### src/hw/rtl/ipsd_pkg.sv
package ipsd_pkg;

  // Field widths fixed by the interface definition.
  localparam int unsigned SpeedW = 15;
  localparam int unsigned ErrW   = 16;
  localparam int unsigned GainW  = 16;
  localparam int unsigned DutyW  = 14;
  localparam int unsigned DivW   = 8;
  localparam int unsigned CfgIdxW  = 3;
  localparam int unsigned CfgDataW = 16;

  // Gains carry eight fraction bits.
  localparam int unsigned FracW = 8;

  // Internal datapath widths.
  localparam int unsigned DpW   = ErrW + 1;               // e - e1
  localparam int unsigned DdW   = ErrW + 3;               // e - 2*e1 + e2
  localparam int unsigned BandW = ErrW + DivW + 1;        // e * divisor
  localparam int unsigned SumW  = GainW + DdW + 2;        // sum of three products
  localparam int unsigned CorrW = SumW - FracW;           // correction after shift
  localparam int unsigned AccW  = CorrW + 1;              // held duty plus correction

  typedef logic signed [SpeedW-1:0] speed_t;
  typedef logic signed [ErrW-1:0]   err_t;
  typedef logic [GainW-1:0]         gain_t;
  typedef logic [DutyW-1:0]         duty_t;
  typedef logic [DivW-1:0]          div_t;
  typedef logic [CfgIdxW-1:0]       cfg_idx_t;
  typedef logic [CfgDataW-1:0]      cfg_data_t;

  typedef enum logic [CfgIdxW-1:0] {
    CFG_KP_GAIN  = 3'd0,
    CFG_KI_GAIN  = 3'd1,
    CFG_KD_GAIN  = 3'd2,
    CFG_DUTY_MAX = 3'd3,
    CFG_DB_DIV   = 3'd4
  } cfg_idx_e;

  localparam gain_t KpReset     = 16'd5604;
  localparam gain_t KiReset     = 16'd768;
  localparam gain_t KdReset     = 16'd2304;
  localparam duty_t DutyMaxReset = 14'd10000;
  localparam div_t  DbDivReset  = 8'd50;

  typedef struct packed {
    gain_t kp_gain;
    gain_t ki_gain;
    gain_t kd_gain;
    duty_t duty_max;
    div_t  deadband_divisor;
  } cfg_t;

  typedef struct packed {
    err_t  err;
    duty_t duty;
    logic  applied;
  } calc_res_t;

endpackage

### src/hw/rtl/ipsd_if.sv


interface ipsd_cfg_if import ipsd_pkg::*; ();
  logic      valid;
  logic      ready;
  cfg_idx_t  index;
  cfg_data_t data;

  modport source (output valid, output index, output data, input ready);
  modport sink   (input valid, input index, input data, output ready);
endinterface

### src/hw/rtl/ipsd_cfg.sv
module ipsd_cfg import ipsd_pkg::*; (
  input  logic       clk_i,
  input  logic       rst_ni,
  ipsd_cfg_if.sink   cfg_i,
  output cfg_t       cfg_o
);

  cfg_t cfg_q, cfg_d;

  assign cfg_i.ready = 1'b1;

  always_comb begin
    cfg_d = cfg_q;
    if (cfg_i.valid) begin
      case (cfg_idx_e'(cfg_i.index))
        CFG_KP_GAIN:  cfg_d.kp_gain          = cfg_i.data;
        CFG_KI_GAIN:  cfg_d.ki_gain          = cfg_i.data;
        CFG_KD_GAIN:  cfg_d.kd_gain          = cfg_i.data;
        CFG_DUTY_MAX: cfg_d.duty_max         = cfg_i.data[DutyW-1:0];
        CFG_DB_DIV:   cfg_d.deadband_divisor = cfg_i.data[DivW-1:0];
        default: ;
      endcase
    end
  end

  always_ff @(posedge clk_i or negedge rst_ni) begin
    if (!rst_ni) begin
      cfg_q.kp_gain          <= KpReset;
      cfg_q.ki_gain          <= KiReset;
      cfg_q.kd_gain          <= KdReset;
      cfg_q.duty_max         <= DutyMaxReset;
      cfg_q.deadband_divisor <= DbDivReset;
    end else begin
      cfg_q <= cfg_d;
    end
  end

  assign cfg_o = cfg_q;

endmodule

### src/flat_wrapper.sv
// flat-port wrapper written by rule: the top's interface ports become plain ports
module ipsd_cfg_flat import ipsd_pkg::*;
  (clk_i, rst_ni, cfg_o, cfg_i_valid, cfg_i_index, cfg_i_data, cfg_i_ready);
  ipsd_cfg_if cfg_i_i ();
  input  logic clk_i;
  input  logic rst_ni;
  output cfg_t cfg_o;
  input wire logic [$bits(cfg_i_i.valid)-1:0] cfg_i_valid;
  input wire logic [$bits(cfg_i_i.index)-1:0] cfg_i_index;
  input wire logic [$bits(cfg_i_i.data)-1:0] cfg_i_data;
  output wire logic [$bits(cfg_i_i.ready)-1:0] cfg_i_ready;
  assign cfg_i_i.valid = cfg_i_valid;
  assign cfg_i_i.index = cfg_i_index;
  assign cfg_i_i.data = cfg_i_data;
  assign cfg_i_ready = cfg_i_i.ready;
  ipsd_cfg u_core (.clk_i(clk_i), .rst_ni(rst_ni), .cfg_i(cfg_i_i), .cfg_o(cfg_o));
endmodule
### config.mk
export PLATFORM = sky130hd
export DESIGN_NAME = ipsd_cfg_flat
export DESIGN_NICKNAME = d
export VERILOG_FILES = /design/src/hw/rtl/ipsd_pkg.sv /design/src/hw/rtl/ipsd_if.sv /design/src/hw/rtl/ipsd_cfg.sv /design/src/flat_wrapper.sv
export SDC_FILE = /design/constraint.sdc
export NUM_CORES = 1
export LEC_CHECK = 0
export BUFFER_PORTS_ARGS = -buffer_cell sky130_fd_sc_hd__buf_4
export CORE_UTILIZATION = 37
export DETAILED_ROUTE_END_ITERATION = 16
export PLACE_DENSITY = 0.7
export SLEW_MARGIN = 20
export SYNTH_ARGS = -nofsm -noshare
export SYNTH_HDL_FRONTEND = slang
export SYNTH_SLANG_ARGS = --single-unit
### constraint.sdc
create_clock -name clk_i -period 1 [get_ports clk_i]
set_clock_uncertainty 0.05 [all_clocks]
set_input_delay 0.15 -clock clk_i [delete_from_list [all_inputs] [get_ports clk_i]]
set_output_delay 0.15 -clock clk_i [all_outputs]
set_load 0.05 [all_outputs]
==> results of run 1 <==
[routing by layer]
metal / GRT usage, % / share of wire, %
met3: 6.126 / 8.5
met5: 0 / 0
met2: 25.07 / 44
met4: 6.706 / 1.1
met1: 25.15 / 47
[what timing repair did]
item	4_1_cts	5_1_grt
pin swaps	0	1
gates resized for setup	88	8
setup buffers	20	4
endpoints found under the hold margin	70	0
cloned	0	1
setup endpoints to repair	70	75
hold buffers	1	0
[cell usage in the layout, fill, tap and decap left out, types with 2 or more instances in the layout]
master | Yosys | final
and4bb_2 | 3 | 3
buf_12 | 0 | 7
buf_4 | 1 | 44
buf_6 | 5 | 53
buf_8 | 0 | 19
clkbuf_8 | 0 | 12
clkinv_2 | 0 | 2
dfrtp_1 | 51 | 31
dfrtp_2 | 0 | 20
dfstp_2 | 19 | 19
mux2_2 | 70 | 21
mux2_4 | 0 | 49
[power breakdown]
part / internal (mW) / total [mW] / switching, mW
logic: 2.38 / 5.33 / 2.95
clock network: 1.10 / 2.11 / 1.01
registers: 3.62 / 4.13 / 0.504
total: 7.10 / 11.6 / 4.46
[metrics by stage]
stage	utilization, %	power, mW	cells	hold slack (ns)	setup TNS [ns]
5_1_grt	65.39	12.05	383	0.01081	-11.08
6_report	65.39	11.56	383	0.01333	-9.019
3_5_place_dp	54.41	8.480	341	-0.08885	-18.27
2_1_floorplan	-	7.086	154	-0.1956	-8.031
4_1_cts	64.16	11.54	378	0.0004974	-9.784
3_3_place_gp	54.41	8.424	341	-0.08635	-17.57
[cell type report]
type                       instances  area share (%)
sequential                        70           39.65
timing repair buffer             125           30.56
multi-input combinational         76           23.04
clock buffer                      13           3.720
tap                               96           2.645
clock inverter                     3          0.3858
[logic make-up (layout without fill, tap and decap cells)]
logic type	count (synthesis)	after routing
buf+inv	8	141
flops	70	70
mux	70	70
other cells	1	1
simple gates	5	5
[worst min path at each step]
stage	cells past startpoint	to
after global routing	2	u_core.cfg_o[36]$_DFFE_PN0P_
after detailed placement	1	u_core.cfg_o[48]$_DFFE_PN0P_
final	2	u_core.cfg_o[36]$_DFFE_PN0P_
after CTS	2	u_core.cfg_o[36]$_DFFE_PN0P_
after floorplan	0	u_core.cfg_o[0]$_DFFE_PN0P_
after global placement	1	u_core.cfg_o[48]$_DFFE_PN0P_
==> results.yml, run 1 <==
outcome:
  status: "finished, violations left"
  violations: "setup timing"
critical_path:
  crit_arrival_ns: 1.04
  worst-path-stages: 1
  start_kind: "flop"
  path_class: "flop to output port"
  slowest_stage: "dfstp_2"
  critPathMaxFanout: 2
  startpoint: "u_core.cfg_o[16]$_DFFE_PN1P_"
  end_kind: "output port"
  cpPeakStageDelay_ns: 0.56
  worst_ep_required_time_ns: 0.80
  critical-path-top-delay-family: "flip-flops"
  reg2reg_from: "u_core.cfg_o[28]$_DFFE_PN0P_"
  reg2reg_slack_ns: -0.07
  cp.buffers_inverters: 1
  cp-endpoint: "cfg_o[16]"
  reg2reg_depth: 3
  worstReg2RegEnd: "u_core.cfg_o[28]$_DFFE_PN0P_"
  path_cells: "buf_8"
sta:
  hold_violations: 0
  fin_crit_ns: 1.239
  worst_slack_ns: -0.2394
  setup_viol_count_final: 71
  slew_viol_final: 0
  period_share_pct: 123.9
  grt_setup_unrepaired: "yes"
  max_freq_mhz: 806.8
cells_and_area:
  multi_input_area_sq_mm: 0.001046
  diodes: 0
  fillers: 483
  fin_nets: 304
  ff_latch_area_sq_mm: 0.001800
  drive_above_1_share_pct: 87.80
  fin_area_sq_mm: 0.004541
  synthToLayoutAreaGrowth_pct: 67.47
  largest_reg_flops: 70
yosys:
  syn_area_per_cell_sq_um: 17.61
  synth_nets: 176
  yosysWarnings: 0
  synth-xor-area-share_pct: 0
  yosys.area_share.simple_pct: 2.584
  synth_compound_area_share_pct: 0
  synth-edff-count: 0
  synthTopCellsByCount: "mux2_2, dfrtp_1, dfstp_2"
  yosysTopAreaCell: "dfrtp_1"
  synth.top_cell.area_share_pct: 47.07
  synth_fa_ha_area_share_pct: 0
  ys_top_cells_by_area: "dfrtp_1, mux2_2, dfstp_2"
  synth_top_family_by_area: "multiplexers"
  ys_seq_area_share_pct: 65.48
  synth_area_sq_mm: 0.002711
  synthMuxAreaShare_pct: 29.07
  synth-seq-cells: 70
  ys.flop_type: "dfrtp_1"
  synthArstFlopShare_pct: 100.0
  yosysMostFrequentCell: "mux2_2"
  syn_inst: 154
  synth.distinct_cells: 10
clocking:
  clk_pin_slew_worst_paths_ns: 0.07
  cts_tree: "built"
  cts_max_path_buffers: 2
  ctsRootBufferMaster: "clkbuf_8"
  clk_latency_ns: 0.33
  cts_sinks: 70
  h-tree-depth: 3
  cts_buffers: 9
detailed_routing:
  post_drt_wl_per_cell_um: 16.58
  ant_nets: 0
  wl_mm: 6.352
  drt_first_pass_iters: 4
  dr.first_iter.drc_count: 24
  via_count: 1764
  vias_per_cell: 4.606
  drc: 0
die:
  start_util_pct: 39.05
  ios: 93
  die_w_um: 87.61
  num_rows: 30
  core-area_sq_mm: 0.006944
  die_h_um: 87.61
  dieArea_sq_mm: 0.007675
grt:
  grt_pass1_wl_mm: 9.970
  grt_usage_pct: 17.72
  grt_max_degree: 37
  antenna_found_initial: 0
  grt_pass1_vias: 1913
  grt_remaining_overflow: 0
worst_hold_path:
  hp-start: "cfg_i_data[14]"
  hold_path.class: "input pin to flop"
placed_design:
  gp_congestion: 0.6705
  pre_cts_slack_ns: -0.3354
  place_area_sq_mm: 0.003779
  port-buffer-count: 91
  hpwl_mm: 4.059
pwr:
  peakVddDrop_mv: 1.390
  power.leakage_nw: 2.086
  powerDensity_mw_per_mm2: 2547
flow_run:
  drv_cap: 0
Note: power is estimated with default switching activity, not from simulation.
==> inputs of run 2 (changes only) <==
CORE_ASPECT_RATIO = 0.5   (was not set)
RECOVER_POWER = 50   (was not set)
==> run 2 against run 1 <==
Against the previous run: the run still ends with setup timing left; largest cell class unchanged; clock-buffer cell count increased by 1; maximum frequency grew 0.45%; critical path type unchanged; sequential share of layout area fell by 0.94 points; design area is 2.4% higher.
==> results.yml, run 2 (synthesis results as in run 1) <==
outcome:
  status: "finished, violations left"
  violations: "setup timing"
critical_path:
  path_class: "flop to output port"
  reg2reg_slack_ns: 0.01
  path_cells: "buf_8"
  end_kind: "output port"
  worst-path-stages: 1
  worst_ep_required_time_ns: 0.80
  cp.buffers_inverters: 1
  worstReg2RegEnd: "u_core.cfg_o[6]$_DFFE_PN0P_"
  crit_arrival_ns: 1.03
  critPathMaxFanout: 2
  slowest_stage: "dfstp_2"
  critical-path-top-delay-family: "flip-flops"
  reg2reg_from: "u_core.cfg_o[6]$_DFFE_PN0P_"
  cpPeakStageDelay_ns: 0.56
  start_kind: "flop"
  reg2reg_depth: 2
sta:
  grt_setup_unrepaired: "yes"
  period_share_pct: 123.4
  worst_slack_ns: -0.2338
  setup_viol_count_final: 72
  hold_violations: 0
  timing.hold.ws_ns: 0.02848
  max_freq_mhz: 810.5
  fin_crit_ns: 1.234
  setup_tns_ns: -8.283
  slew_viol_final: 0
grt:
  grt_pass1_vias: 1951
  grt_remaining_overflow: 0
  antenna_found_initial: 0
  grt_pass1_wl_mm: 10.72
  grt_max_degree: 32
  grt_usage_pct: 19.41
pwr:
  p_switching_mw: 4.609
  p_int_mw: 7.837
  p_clk_share_pct: 23.0
  finalPower_mw: 12.45
  powerDensity_mw_per_mm2: 2676
  swShare_pct: 37.03
  combPwrFrac_pct: 43.6
  peakVddDrop_mv: 1.241
  power_frac_seq_pct: 33.4
  power.leakage_nw: 2.151
die:
  die_w_um: 123.1
  dieArea_sq_mm: 0.007695
  die_h_um: 62.53
  num_rows: 21
  ios: 93
  core-area_sq_mm: 0.006884
  start_util_pct: 39.39
clocking:
  cts_max_path_buffers: 2
  cts_buffers: 9
  cts_tree: "built"
  clk_latency_ns: 0.33
  ctsRootBufferMaster: "clkbuf_16"
  clk_pin_slew_worst_paths_ns: 0.06
  h-tree-depth: 3
  cts_sinks: 70
worst_hold_path:
  min_to: "u_core.cfg_o[52]$_DFFE_PN0P_"
  hp-start: "cfg_i_data[14]"
  hold_path.class: "input pin to flop"
  holdPathStages: 2
cells_and_area:
  synthToLayoutAreaGrowth_pct: 71.53
  most-common-layout-cells: "mux2_4, buf_6, buf_4"
  diodes: 0
  final_cells: 381
  mostFrequentLayoutCell: "mux2_4"
  fillers: 442
  largest_reg_flops: 70
  drive_above_1_share_pct: 86.85
  fin_nets: 306
placed_design:
  hpwl_mm: 4.086
  pre_cts_slack_ns: -0.3488
  place_inst: 336
  port-buffer-count: 91
  gp_congestion: 0.7179
detailed_routing:
  drt_first_pass_iters: 4
  ant_nets: 0
  dr.first_iter.drc_count: 62
  wl_mm: 6.846
  post_drt_wl_per_cell_um: 17.97
  via_count: 1778
  drc: 0
  vias_per_cell: 4.667
flow_run:
  drv_cap: 0
==> run 2: cell types whose count changed in the layout (fill, tap and decap cells not counted), moves of 3 or more <==
cell | before | now
buf_12 | 7 | 4
buf_6 | 53 | 50
buf_8 | 19 | 25
clkbuf_1 | 1 | 4
clkbuf_16 | 1 | 9
clkbuf_8 | 12 | 1
mux2_2 | 21 | 14
mux2_4 | 49 | 56
==> run 2: timing repair <==
| item | in CTS | in global routing |
|---|---|---|
| pin swaps | 1 | 1 |
| hold endpoints to repair | 54 | 0 |
| buffers inserted | 16 | 11 |
| gates cloned | 1 | 0 |
| setup endpoints to repair | 71 | 86 |
| hold buffers | 1 | 0 |
| gates resized for setup | 97 | 14 |
==> run 2: area by class of cell <==
cell class                 instances  area (sq um)  share of cell area (%)
multi-input combinational         76          1072                   23.06
tap                               92         115.1                   2.475
timing repair buffer             127          1399                   30.08
sequential                        70          1800                   38.71
clock inverter                     2         10.01                  0.2152
clock buffer                      14         254.0                   5.461
==> run 2: power groups by stage <==
stage	registers, mW	logic (mW)	clock network [mW]
6_report	4.16	5.43	2.86
5_1_grt	4.24	5.61	3.04
4_1_cts	4.14	5.25	2.90
3_5_place_dp	4.03	4.46	0
3_3_place_gp	4.01	4.39	0
2_1_floorplan	6.24	0.847	0
==> run 2: worst max-delay path by stage <==
stage	startpoint	endpoint
6_report	u_core.cfg_o[1]$_DFFE_PN1P_	cfg_o[1]
5_1_grt	u_core.cfg_o[46]$_DFFE_PN1P_	cfg_o[46]
4_1_cts	u_core.cfg_o[62]$_DFFE_PN1P_	cfg_o[62]
3_5_place_dp	cfg_i_index[2]	u_core.cfg_o[69]$_DFFE_PN0P_
3_3_place_gp	cfg_i_index[2]	u_core.cfg_o[55]$_DFFE_PN0P_
2_1_floorplan	cfg_i_index[2]	u_core.cfg_o[63]$_DFFE_PN0P_
==> run 2: layer usage <==
metal / GRT usage [%] / part of all wire (%) / vias up
met1: 24.99 / 45 / 931
met2: 30.83 / 50 / 35
li1: - / - / 803
met4: 8.133 / 1.3 / 0
met5: 0 / 0 / -
met3: 5.383 / 3.5 / 9
==> run 2: stage by stage <==
step	instance area [sq um]	utilization [%]
2_1_floorplan	2922	-
3_3_place_gp	3754	54.53
3_5_place_dp	3754	54.53
4_1_cts	4536	65.89
5_1_grt	4651	67.56
6_report	4651	67.56
